[src/hw/rtl/rtwc_pkg.sv]
// Package for the routing-track window counter.
// Holds the widths, the register map and the controller/datapath command types.
// No dependencies.
package rtwc_pkg;

  localparam int COORD_BITS   = 32;
  localparam int COUNT_BITS   = 16;
  localparam int PITCH_BITS   = 24;
  localparam int SUM_BITS     = 32;
  localparam int CFG_IDX_BITS = 3;

  // (track_total - 1) * pitch
  localparam int PROD_BITS = COUNT_BITS + PITCH_BITS;
  // Signed width that holds coordinates, the last track position and their differences.
  localparam int POS_BITS  = ((COORD_BITS > PROD_BITS) ? COORD_BITS : PROD_BITS) + 2;
  // Dividend width of the divider: an offset plus pitch - 1.
  localparam int DIV_BITS  = PROD_BITS + 1;
  // One quotient bit per divider step.
  localparam int STEP_BITS = $clog2(COUNT_BITS);

  typedef enum logic [CFG_IDX_BITS-1:0] {
    REG_COUNT_VERTICAL = CFG_IDX_BITS'(0),
    REG_WINDOW_X_MIN   = CFG_IDX_BITS'(1),
    REG_WINDOW_X_MAX   = CFG_IDX_BITS'(2),
    REG_WINDOW_Y_MIN   = CFG_IDX_BITS'(3),
    REG_WINDOW_Y_MAX   = CFG_IDX_BITS'(4)
  } cfg_reg_e;

  typedef struct packed {
    logic accept;       // latch the request and the selected span
    logic mul;          // (n - 1) * pitch
    logic span_last;    // last track position and high - 1
    logic span_clip;    // empty test and clipped span ends
    logic span_offset;  // offsets of the clipped ends from the first track
    logic load_first;   // start the ceiling division
    logic load_last;    // keep the first index, start the floor division
    logic div_step;     // one quotient bit
    logic finish;       // form the result and update the total
  } rtwc_cmd_t;

  typedef struct packed {
    logic span_empty;   // group counts zero, divisions can be skipped
  } rtwc_status_t;

endpackage

[src/hw/rtl/rtwc_in_if.sv]
// Input channel carrying one track-group descriptor per request.
// Depends on rtwc_pkg.
interface rtwc_in_if
  import rtwc_pkg::*;
();
  logic                         valid;
  logic                         ready;
  logic signed [COORD_BITS-1:0] first_position;
  logic [COUNT_BITS-1:0]        track_total;
  logic [PITCH_BITS-1:0]        pitch;
  logic                         runs_horizontal;
  logic                         last_group;

  modport source (output valid, first_position, track_total, pitch, runs_horizontal,
                  last_group, input ready);
  modport sink   (input valid, first_position, track_total, pitch, runs_horizontal,
                  last_group, output ready);
endinterface

[src/hw/rtl/rtwc_out_if.sv]
// Output channel carrying one count result per request.
// Depends on rtwc_pkg.
interface rtwc_out_if
  import rtwc_pkg::*;
();
  logic                  valid;
  logic                  ready;
  logic [COUNT_BITS-1:0] group_hits;
  logic [SUM_BITS-1:0]   running_hits;
  logic                  pitch_error;
  logic                  query_done;

  modport source (output valid, group_hits, running_hits, pitch_error, query_done,
                  input ready);
  modport sink   (input valid, group_hits, running_hits, pitch_error, query_done,
                  output ready);
endinterface

[src/hw/rtl/rtwc_cfg_if.sv]
// Configuration write channel: register index and write data.
// Depends on rtwc_pkg.
interface rtwc_cfg_if
  import rtwc_pkg::*;
();
  logic                    valid;
  logic                    ready;
  logic [CFG_IDX_BITS-1:0] index;
  logic [COORD_BITS-1:0]   data;

  modport source (output valid, index, data, input ready);
  modport sink   (input valid, index, data, output ready);
endinterface

[src/hw/rtl/rtwc_ctrl.sv]
// Controller of the routing-track window counter: sequences the datapath.
// Depends on rtwc_pkg.
module rtwc_ctrl
  import rtwc_pkg::*;
(
  input  logic         clk_i,
  input  logic         rst_ni,
  input  logic         in_valid_i,
  output logic         in_ready_o,
  output logic         out_valid_o,
  input  logic         out_ready_i,
  output rtwc_cmd_t    cmd_o,
  input  rtwc_status_t status_i
);

  typedef enum logic [3:0] {
    ST_IDLE,
    ST_MUL,
    ST_LAST,
    ST_CLIP,
    ST_OFFSET,
    ST_LOAD_A,
    ST_DIV_A,
    ST_LOAD_B,
    ST_DIV_B,
    ST_FINISH
  } state_e;

  state_e               state_q, state_d;
  logic [STEP_BITS-1:0] step_q, step_d;
  logic                 out_valid_q, out_valid_d;
  logic                 step_last;
  logic                 slot_free;

  assign step_last = (step_q == STEP_BITS'(COUNT_BITS - 1));
  assign slot_free = !out_valid_q || out_ready_i;

  always_comb begin
    state_d     = state_q;
    step_d      = step_q;
    out_valid_d = out_valid_q && !out_ready_i;
    cmd_o       = '0;
    in_ready_o  = 1'b0;
    unique case (state_q)
      ST_IDLE: begin
        in_ready_o = 1'b1;
        if (in_valid_i) begin
          cmd_o.accept = 1'b1;
          state_d      = ST_MUL;
        end
      end
      ST_MUL: begin
        cmd_o.mul = 1'b1;
        state_d   = ST_LAST;
      end
      ST_LAST: begin
        cmd_o.span_last = 1'b1;
        state_d         = ST_CLIP;
      end
      ST_CLIP: begin
        cmd_o.span_clip = 1'b1;
        state_d         = ST_OFFSET;
      end
      ST_OFFSET: begin
        cmd_o.span_offset = 1'b1;
        state_d           = status_i.span_empty ? ST_FINISH : ST_LOAD_A;
      end
      ST_LOAD_A: begin
        cmd_o.load_first = 1'b1;
        step_d           = '0;
        state_d          = ST_DIV_A;
      end
      ST_DIV_A: begin
        cmd_o.div_step = 1'b1;
        step_d         = step_q + STEP_BITS'(1);
        if (step_last) begin
          state_d = ST_LOAD_B;
        end
      end
      ST_LOAD_B: begin
        cmd_o.load_last = 1'b1;
        step_d          = '0;
        state_d         = ST_DIV_B;
      end
      ST_DIV_B: begin
        cmd_o.div_step = 1'b1;
        step_d         = step_q + STEP_BITS'(1);
        if (step_last) begin
          state_d = ST_FINISH;
        end
      end
      ST_FINISH: begin
        // The result register is written only once the previous result has left.
        if (slot_free) begin
          cmd_o.finish = 1'b1;
          out_valid_d  = 1'b1;
          state_d      = ST_IDLE;
        end
      end
      default: begin
        state_d = ST_IDLE;
      end
    endcase
  end

  always_ff @(posedge clk_i or negedge rst_ni) begin
    if (!rst_ni) begin
      state_q     <= ST_IDLE;
      step_q      <= '0;
      out_valid_q <= 1'b0;
    end else begin
      state_q     <= state_d;
      step_q      <= step_d;
      out_valid_q <= out_valid_d;
    end
  end

  assign out_valid_o = out_valid_q;

endmodule

[src/hw/rtl/rtwc_datapath.sv]
// Datapath of the routing-track window counter: window registers, span arithmetic,
// a shared shift-subtract divider and the saturating total. Depends on rtwc_pkg.
module rtwc_datapath
  import rtwc_pkg::*;
(
  input  logic                         clk_i,
  input  logic                         rst_ni,
  input  logic                         cfg_write_i,
  input  logic [CFG_IDX_BITS-1:0]      cfg_index_i,
  input  logic [COORD_BITS-1:0]        cfg_data_i,
  input  logic signed [COORD_BITS-1:0] first_position_i,
  input  logic [COUNT_BITS-1:0]        track_total_i,
  input  logic [PITCH_BITS-1:0]        pitch_i,
  input  logic                         runs_horizontal_i,
  input  logic                         last_group_i,
  input  rtwc_cmd_t                    cmd_i,
  output rtwc_status_t                 status_o,
  output logic [COUNT_BITS-1:0]        group_hits_o,
  output logic [SUM_BITS-1:0]          running_hits_o,
  output logic                         pitch_error_o,
  output logic                         query_done_o
);

  // Configuration registers
  logic                         count_vertical_q;
  logic signed [COORD_BITS-1:0] window_x_min_q, window_x_max_q;
  logic signed [COORD_BITS-1:0] window_y_min_q, window_y_max_q;

  // Latched request
  logic signed [COORD_BITS-1:0] s_q, lo_q, hi_q;
  logic [COUNT_BITS-1:0]        n_q;
  logic [PITCH_BITS-1:0]        p_q;
  logic                         selected_q;
  logic                         last_q;

  // Span arithmetic
  logic [PROD_BITS-1:0]       prod_q;
  logic signed [POS_BITS-1:0] last_pos_q, hi_m1_q, from_q, to_q;
  logic                       empty_q;
  logic [PROD_BITS-1:0]       a_q, b_q;
  logic signed [POS_BITS-1:0] s_ext, lo_ext, hi_ext;
  logic [COUNT_BITS-1:0]      n_m1;

  // Divider
  logic [DIV_BITS-1:0]   rem_q, dvs_q;
  logic [COUNT_BITS-1:0] quo_q, first_idx_q;
  logic                  rem_ge;

  // Result
  logic [SUM_BITS-1:0]   acc_q;
  logic [COUNT_BITS-1:0] hits;
  logic [SUM_BITS:0]     sum_wide;
  logic [SUM_BITS-1:0]   sum_sat;
  logic [COUNT_BITS-1:0] group_hits_q;
  logic [SUM_BITS-1:0]   running_hits_q;
  logic                  pitch_error_q, query_done_q;

  assign s_ext  = POS_BITS'(s_q);
  assign lo_ext = POS_BITS'(lo_q);
  assign hi_ext = POS_BITS'(hi_q);
  assign n_m1   = n_q - COUNT_BITS'(1);
  assign rem_ge = (rem_q >= dvs_q);

  always_ff @(posedge clk_i or negedge rst_ni) begin
    if (!rst_ni) begin
      count_vertical_q <= 1'b0;
      window_x_min_q   <= '0;
      window_x_max_q   <= '0;
      window_y_min_q   <= '0;
      window_y_max_q   <= '0;
    end else if (cfg_write_i) begin
      unique case (cfg_index_i)
        REG_COUNT_VERTICAL: count_vertical_q <= cfg_data_i[0];
        REG_WINDOW_X_MIN:   window_x_min_q   <= $signed(cfg_data_i);
        REG_WINDOW_X_MAX:   window_x_max_q   <= $signed(cfg_data_i);
        REG_WINDOW_Y_MIN:   window_y_min_q   <= $signed(cfg_data_i);
        REG_WINDOW_Y_MAX:   window_y_max_q   <= $signed(cfg_data_i);
        default: ;
      endcase
    end
  end

  always_ff @(posedge clk_i) begin
    if (cmd_i.accept) begin
      s_q        <= first_position_i;
      n_q        <= track_total_i;
      p_q        <= pitch_i;
      last_q     <= last_group_i;
      // Horizontal tracks are counted against y, vertical ones against x.
      selected_q <= (runs_horizontal_i != count_vertical_q);
      lo_q       <= count_vertical_q ? window_x_min_q : window_y_min_q;
      hi_q       <= count_vertical_q ? window_x_max_q : window_y_max_q;
    end
    if (cmd_i.mul) begin
      prod_q <= PROD_BITS'(n_m1) * PROD_BITS'(p_q);
    end
    if (cmd_i.span_last) begin
      last_pos_q <= s_ext + $signed(POS_BITS'(prod_q));
      hi_m1_q    <= hi_ext - POS_BITS'(1);
    end
    if (cmd_i.span_clip) begin
      empty_q <= !selected_q || (n_q == '0) || (p_q == '0) ||
                 (s_ext >= hi_ext) || (last_pos_q < lo_ext);
      from_q  <= (lo_ext > s_ext) ? lo_ext : s_ext;
      to_q    <= (last_pos_q < hi_m1_q) ? last_pos_q : hi_m1_q;
    end
    if (cmd_i.span_offset) begin
      a_q <= PROD_BITS'(from_q - s_ext);
      b_q <= PROD_BITS'(to_q - s_ext);
    end
    // Both quotients are below 2**COUNT_BITS, so the divisor starts shifted
    // up by COUNT_BITS - 1 and one quotient bit is produced per step.
    if (cmd_i.load_first) begin
      rem_q <= DIV_BITS'(a_q) + DIV_BITS'(p_q) - DIV_BITS'(1);
      dvs_q <= DIV_BITS'(p_q) << (COUNT_BITS - 1);
    end else if (cmd_i.load_last) begin
      first_idx_q <= quo_q;
      rem_q       <= DIV_BITS'(b_q);
      dvs_q       <= DIV_BITS'(p_q) << (COUNT_BITS - 1);
    end else if (cmd_i.div_step) begin
      if (rem_ge) begin
        rem_q <= rem_q - dvs_q;
      end
      quo_q <= {quo_q[COUNT_BITS-2:0], rem_ge};
      dvs_q <= dvs_q >> 1;
    end
    if (cmd_i.finish) begin
      group_hits_q   <= hits;
      running_hits_q <= sum_sat;
      pitch_error_q  <= (p_q == '0);
      query_done_q   <= last_q;
    end
  end

  always_comb begin
    if (empty_q || (quo_q < first_idx_q)) begin
      hits = '0;
    end else begin
      hits = quo_q - first_idx_q + COUNT_BITS'(1);
    end
    sum_wide = {1'b0, acc_q} + (SUM_BITS + 1)'(hits);
    sum_sat  = sum_wide[SUM_BITS] ? {SUM_BITS{1'b1}} : sum_wide[SUM_BITS-1:0];
  end

  always_ff @(posedge clk_i or negedge rst_ni) begin
    if (!rst_ni) begin
      acc_q <= '0;
    end else if (cmd_i.finish) begin
      acc_q <= last_q ? '0 : sum_sat;
    end
  end

  assign status_o.span_empty = empty_q;
  assign group_hits_o        = group_hits_q;
  assign running_hits_o      = running_hits_q;
  assign pitch_error_o       = pitch_error_q;
  assign query_done_o        = query_done_q;

endmodule

[src/hw/rtl/routing_track_window_counter_top.sv]
// Routing-track window counter. Each request is one track group; for the
// configured window and direction the block returns the number of the group's
// tracks inside the half-open span and a saturating running total that clears
// after the group marked last. When a group reaches the span, its result is
// written to the output register after two 16-step passes of the single
// shift-subtract divider (ceiling of the first index, floor of the last). A
// group that is empty, has zero pitch, runs in the other direction or lies
// outside the span skips both passes. A result is not written while the
// previous one is still held in the output register. The next request is
// taken in the cycle after a result is written. A new request is taken while
// the previous result still waits in the output register. Configuration
// writes are always accepted and take effect at once.
// Depends on rtwc_pkg, the channel interfaces, rtwc_ctrl and rtwc_datapath.
module routing_track_window_counter_top
  import rtwc_pkg::*;
(
  input  logic       clk_i,
  input  logic       rst_ni,
  rtwc_cfg_if.sink   cfg_i,
  rtwc_in_if.sink    in_i,
  rtwc_out_if.source out_o
);

  rtwc_cmd_t    cmd;
  rtwc_status_t status;

  assign cfg_i.ready = 1'b1;

  rtwc_ctrl u_ctrl (
    .clk_i       (clk_i),
    .rst_ni      (rst_ni),
    .in_valid_i  (in_i.valid),
    .in_ready_o  (in_i.ready),
    .out_valid_o (out_o.valid),
    .out_ready_i (out_o.ready),
    .cmd_o       (cmd),
    .status_i    (status)
  );

  rtwc_datapath u_datapath (
    .clk_i             (clk_i),
    .rst_ni            (rst_ni),
    .cfg_write_i       (cfg_i.valid),
    .cfg_index_i       (cfg_i.index),
    .cfg_data_i        (cfg_i.data),
    .first_position_i  (in_i.first_position),
    .track_total_i     (in_i.track_total),
    .pitch_i           (in_i.pitch),
    .runs_horizontal_i (in_i.runs_horizontal),
    .last_group_i      (in_i.last_group),
    .cmd_i             (cmd),
    .status_o          (status),
    .group_hits_o      (out_o.group_hits),
    .running_hits_o    (out_o.running_hits),
    .pitch_error_o     (out_o.pitch_error),
    .query_done_o      (out_o.query_done)
  );

endmodule

[src/flat_wrapper.sv]
// flat-port wrapper written by rule: the top's interface ports become plain ports
module routing_track_window_counter_top_flat import rtwc_pkg::*;
  (clk_i, rst_ni, cfg_i_valid, cfg_i_index, cfg_i_data, cfg_i_ready, in_i_valid, in_i_first_position, in_i_track_total, in_i_pitch, in_i_runs_horizontal, in_i_last_group, in_i_ready, out_o_valid, out_o_group_hits, out_o_running_hits, out_o_pitch_error, out_o_query_done, out_o_ready);
  rtwc_cfg_if cfg_i_i ();
  rtwc_in_if in_i_i ();
  rtwc_out_if out_o_i ();
  input  logic clk_i;
  input  logic rst_ni;
  input wire logic [$bits(cfg_i_i.valid)-1:0] cfg_i_valid;
  input wire logic [$bits(cfg_i_i.index)-1:0] cfg_i_index;
  input wire logic [$bits(cfg_i_i.data)-1:0] cfg_i_data;
  output wire logic [$bits(cfg_i_i.ready)-1:0] cfg_i_ready;
  input wire logic [$bits(in_i_i.valid)-1:0] in_i_valid;
  input wire logic [$bits(in_i_i.first_position)-1:0] in_i_first_position;
  input wire logic [$bits(in_i_i.track_total)-1:0] in_i_track_total;
  input wire logic [$bits(in_i_i.pitch)-1:0] in_i_pitch;
  input wire logic [$bits(in_i_i.runs_horizontal)-1:0] in_i_runs_horizontal;
  input wire logic [$bits(in_i_i.last_group)-1:0] in_i_last_group;
  output wire logic [$bits(in_i_i.ready)-1:0] in_i_ready;
  output wire logic [$bits(out_o_i.valid)-1:0] out_o_valid;
  output wire logic [$bits(out_o_i.group_hits)-1:0] out_o_group_hits;
  output wire logic [$bits(out_o_i.running_hits)-1:0] out_o_running_hits;
  output wire logic [$bits(out_o_i.pitch_error)-1:0] out_o_pitch_error;
  output wire logic [$bits(out_o_i.query_done)-1:0] out_o_query_done;
  input wire logic [$bits(out_o_i.ready)-1:0] out_o_ready;
  assign cfg_i_i.valid = cfg_i_valid;
  assign cfg_i_i.index = cfg_i_index;
  assign cfg_i_i.data = cfg_i_data;
  assign cfg_i_ready = cfg_i_i.ready;
  assign in_i_i.valid = in_i_valid;
  assign in_i_i.first_position = in_i_first_position;
  assign in_i_i.track_total = in_i_track_total;
  assign in_i_i.pitch = in_i_pitch;
  assign in_i_i.runs_horizontal = in_i_runs_horizontal;
  assign in_i_i.last_group = in_i_last_group;
  assign in_i_ready = in_i_i.ready;
  assign out_o_valid = out_o_i.valid;
  assign out_o_group_hits = out_o_i.group_hits;
  assign out_o_running_hits = out_o_i.running_hits;
  assign out_o_pitch_error = out_o_i.pitch_error;
  assign out_o_query_done = out_o_i.query_done;
  assign out_o_i.ready = out_o_ready;
  routing_track_window_counter_top u_core (.clk_i(clk_i), .rst_ni(rst_ni), .cfg_i(cfg_i_i), .in_i(in_i_i), .out_o(out_o_i));
endmodule
[config.mk]
export PLATFORM = sky130hd
export DESIGN_NAME = routing_track_window_counter_top_flat
export DESIGN_NICKNAME = d
export VERILOG_FILES = /design/src/hw/rtl/rtwc_pkg.sv /design/src/hw/rtl/rtwc_in_if.sv /design/src/hw/rtl/rtwc_out_if.sv /design/src/hw/rtl/rtwc_cfg_if.sv /design/src/hw/rtl/rtwc_ctrl.sv /design/src/hw/rtl/rtwc_datapath.sv /design/src/hw/rtl/routing_track_window_counter_top.sv /design/src/flat_wrapper.sv
export SDC_FILE = /design/constraint.sdc
export NUM_CORES = 2
export LEC_CHECK = 0
export BUFFER_PORTS_ARGS = -buffer_cell sky130_fd_sc_hd__buf_4
export CAP_MARGIN = 20
export CELL_PAD_IN_SITES_DETAIL_PLACEMENT = 2
export CELL_PAD_IN_SITES_GLOBAL_PLACEMENT = 2
export CORE_AREA = 2 2 362 364
export DETAILED_ROUTE_END_ITERATION = 12
export DIE_AREA = 0 0 364 366
export GPL_TIMING_DRIVEN = 1
export PLACE_DENSITY = 0.81
export SYNTH_ARGS = -nofsm -noshare
export SYNTH_HDL_FRONTEND = slang
export SYNTH_SLANG_ARGS = --single-unit
[constraint.sdc]
create_clock -name clk_i -period 11.7 [get_ports clk_i]
set_input_delay 3.51 -clock clk_i [delete_from_list [all_inputs] [get_ports clk_i]]
set_output_delay 3.51 -clock clk_i [all_outputs]
set_load 0.005 [all_outputs]
==> results.sh <==
export IMPL_cts_setup_buffers=0
export IMPL_start_kind="flip-flop"
export IMPL_drive_gt1_share_pct=11.19
export IMPL_critical_path_max_stage_delay_ps=860
export IMPL_yosys_top_cells_count="750 x inv_1, 553 x edfxtp_1, 523 x ha_1"
export IMPL_synth_avg_cell_area_um2=10.43
export IMPL_maxSlewHeadroom_pct=22.09
export IMPL_ys_seq_area_share_pct=38.39
export IMPL_yosysMostFrequentCell="inv_1"
export IMPL_syn_num_nets=6239
export IMPL_gr_usage_all_layers_pct=30.18
export IMPL_cts_tree="done"
export IMPL_grt_max_degree=138
export IMPL_core_area_um2=129000
export IMPL_synthMuxAreaShare_pct=4.642
export IMPL_synthAdderAreaFrac_pct=23.50
export IMPL_grt_overflow_total=0
export IMPL_synth_ff_type="edfxtp_1"
export IMPL_period_share_pct=90.07
export IMPL_ys_async_sr_fraction_pct=23.04
export IMPL_syn_inst=5282
export IMPL_antenna_found_initial=14
export IMPL_status="complete, no violations"
export IMPL_io_pins=167
export IMPL_critPathArrivalTime_ps=10990
export IMPL_ys_top_cells_by_area="edfxtp_1 30%, ha_1 12%, fa_1 12%, dfrtp_1 7.7%, inv_1 5.1%"
export IMPL_yosysTopAreaCellShare_pct=30.13
export IMPL_cts_hold_buf=0
export IMPL_die_h_um=366
export IMPL_finalHoldViolations=0
export IMPL_yosysTopAreaCell="edfxtp_1"
export IMPL_timing_fmax_mhz=94.89
export IMPL_post_cts_resized=0
export IMPL_synth_seq_cells=738
export IMPL_tns_ps=0
export IMPL_wl_per_cell_um=27.52
export IMPL_cts_path_max_buffers=3
export IMPL_hpwl_mm=146.8
export IMPL_slew_viol_final=0
export IMPL_tightest_slew_ps=1169
export IMPL_rows=132
export IMPL_ys_warn_count=0
export IMPL_final_setup_viol_count=0
export IMPL_path_max_fanout=17
export IMPL_port_buffers=165
export IMPL_synth_simple_gate_area_share_pct=10.35
export IMPL_cp_required_ps=12150
export IMPL_critPathSlowestCell="o21ai_0"
export IMPL_clk_pin_slew_worst_paths_ps=60
export IMPL_die_area_um2=133200
export IMPL_crit_path_end_kind="flip-flop"
export IMPL_synth_area_um2=55120
export IMPL_min_period_ps=10540
export IMPL_first_global_vias=48020
export IMPL_h_tree_depth=3
export IMPL_rsz0062_at_grt="no"
export IMPL_synth_top_family_by_area="adder cells"
export IMPL_drt_iter0_markers=3049
export IMPL_cts_made_buffers=90
export IMPL_globalplace_congestion=0.8577
export IMPL_grt_first_pass_wirelength_mm=305.3
export IMPL_synth_edff_count=553
export IMPL_area_growth_pct=11.97
export IMPL_clock_latency_ps=740
export IMPL_nets=6401
export IMPL_drc=0
export IMPL_critPathKind="reg -> reg"
export IMPL_drt_wl_total_mm=199.9
export IMPL_yosysUniqueCellTypes=78
export IMPL_min_path_type="reg -> reg"
export IMPL_vias=42110
export IMPL_maxCapViolCount=0
export IMPL_ant_nets=0
export IMPL_synth_compound_area_share_pct=12.42
export IMPL_detailedRoute_firstPassIterationCount=6
export IMPL_initial_utilization_pct=42.73
export IMPL_fill_cells=13130
export IMPL_synth_xor_area_share_pct=4.497
export IMPL_via_per_inst=5.796
export IMPL_dieWidth_um=364
export IMPL_cpMostUsedCell="fa_1"
export IMPL_ctsRootBufferMaster="clkbuf_16"
export IMPL_cts_sinks=738
export IMPL_clock_skew_final_ps=54.92
==> path summary, 6_finish.rpt <==
kind                            cells past startpoint  slack, ps                                                to                                    start
max in group asynchronous                           2       7750  u_core.u_datapath.window_y_max_q[30]$_DFFE_PN0P_                                   rst_ni
min in group asynchronous                           1       2710           u_core.u_datapath.acc_q[10]$_DFFE_PN0P_                                   rst_ni
worst min-delay path                                2        450           u_core.u_datapath.dvs_q[5]$_SDFFE_PP0N_  u_core.u_datapath.dvs_q[6]$_SDFFE_PP0N_
worst max-delay path                               28       1160            u_core.u_datapath.prod_q[33]$_DFFE_PP_       u_core.u_datapath.n_q[0]$_DFFE_PP_
worst max register to register                     28       1160            u_core.u_datapath.prod_q[33]$_DFFE_PP_       u_core.u_datapath.n_q[0]$_DFFE_PP_
worst min register to register                      2        450           u_core.u_datapath.dvs_q[5]$_SDFFE_PP0N_  u_core.u_datapath.dvs_q[6]$_SDFFE_PP0N_
==> worst max-delay path, delay by kind of cell, from the launching register on <==
kind	cells	cell delay (ps)
xor gates and xnor gates	2	810
and+or+nand+nor	6	1540
buffers and inverters	5	1230
DFF	1	660
adders and majority gates	8	3920
AOI/OAI and AO/OA	7	2080
==> cell families after synthesis <==
kind of cell | after synthesis
AND/OR/NAND/NOR | 1216
AO/OA/AOI/OAI | 1061
buffers and inverters | 909
adder cells (fa/ha/maj) | 843
flip-flops | 738
XOR/XNOR | 283
multiplexers | 231
other | 1
==> through the flow <==
step | utilization [%] | setup slack, ps | cell area [um2] | hold WS [ps] | instances
finish | 47.85 | 1162 | 61720 | 452.0 | 7265
detailed placement | 45.37 | 1289 | 58520 | 452.5 | 7092
global placement | 45.34 | 1916 | 58490 | 437.2 | 7090
floorplan | - | 3485 | 55120 | 424.4 | 5282
global route | 47.84 | 740.1 | 61710 | 493.6 | 7264
CTS | 47.83 | 972.5 | 61700 | 459.5 | 7262
==> area by class of cell <==
type                            count  area, um2  area share [%]
Timing Repair Buffer              228       1748           2.832
Inverter                          751       2819           4.568
Multi-Input combinational cell   3635      30630           49.63
Clock inverter                     48      565.5          0.9164
Antenna cell                        1      2.502        0.004055
Clock buffer                      122       2611           4.231
Sequential cell                   738      21160           34.29
Tap cell                         1742       2180           3.532
==> registers in the layout, summed over array words and instances, names as in the netlist, 16 cells and up <==
name	cells
u_core.u_datapath.a_q	40
u_core.u_datapath.acc_q	32
u_core.u_datapath.b_q	40
u_core.u_datapath.dvs_q	39
u_core.u_datapath.first_idx_q	16
u_core.u_datapath.from_q	32
u_core.u_datapath.group_hits_o	16
u_core.u_datapath.hi_m1_q	33
u_core.u_datapath.hi_q	32
u_core.u_datapath.last_pos_q	42
u_core.u_datapath.lo_q	32
u_core.u_datapath.n_q	16
u_core.u_datapath.p_q	24
u_core.u_datapath.prod_q	40
u_core.u_datapath.quo_q	16
u_core.u_datapath.rem_q	41
u_core.u_datapath.running_hits_o	32
u_core.u_datapath.s_q	32
u_core.u_datapath.to_q	40
u_core.u_datapath.window_x_max_q	32
u_core.u_datapath.window_x_min_q	32
u_core.u_datapath.window_y_max_q	32
u_core.u_datapath.window_y_min_q	32
==> routing by layer <==
metal / share of wire, % / GRT usage [%]
met1: 42 / 38.80
met3: 4.5 / 4.176
met2: 49 / 50.78
met4: 4.6 / 12.86
met5: 0.075 / 0
==> placed cells by master, fill, tap and decap left out, drive strengths merged, types with 16 or more instances in the layout <==
| cell type | n |
|---|---|
| a211oi | 30 |
| a21o | 182 |
| a21oi | 271 |
| a22o | 16 |
| a22oi | 29 |
| a31oi | 37 |
| and2 | 76 |
| and3 | 32 |
| buf | 228 |
| clkbuf | 122 |
| clkinv | 37 |
| dfrtp | 170 |
| edfxtp | 553 |
| fa | 320 |
| ha | 523 |
| inv | 755 |
| mux2 | 197 |
| mux2i | 34 |
| nand2 | 474 |
| nand2b | 69 |
| nand3 | 67 |
| nand4 | 68 |
| nor2 | 258 |
| nor2b | 46 |
| nor3 | 58 |
| nor4 | 21 |
| o21a | 42 |
| o21ai | 220 |
| o21bai | 40 |
| o22ai | 28 |
| o31ai | 35 |
| or3 | 16 |
| xnor2 | 177 |
| xor2 | 106 |
Power is not shown: default switching activity piles up to over one toggle a cycle in this logic, so the estimate is an artifact.
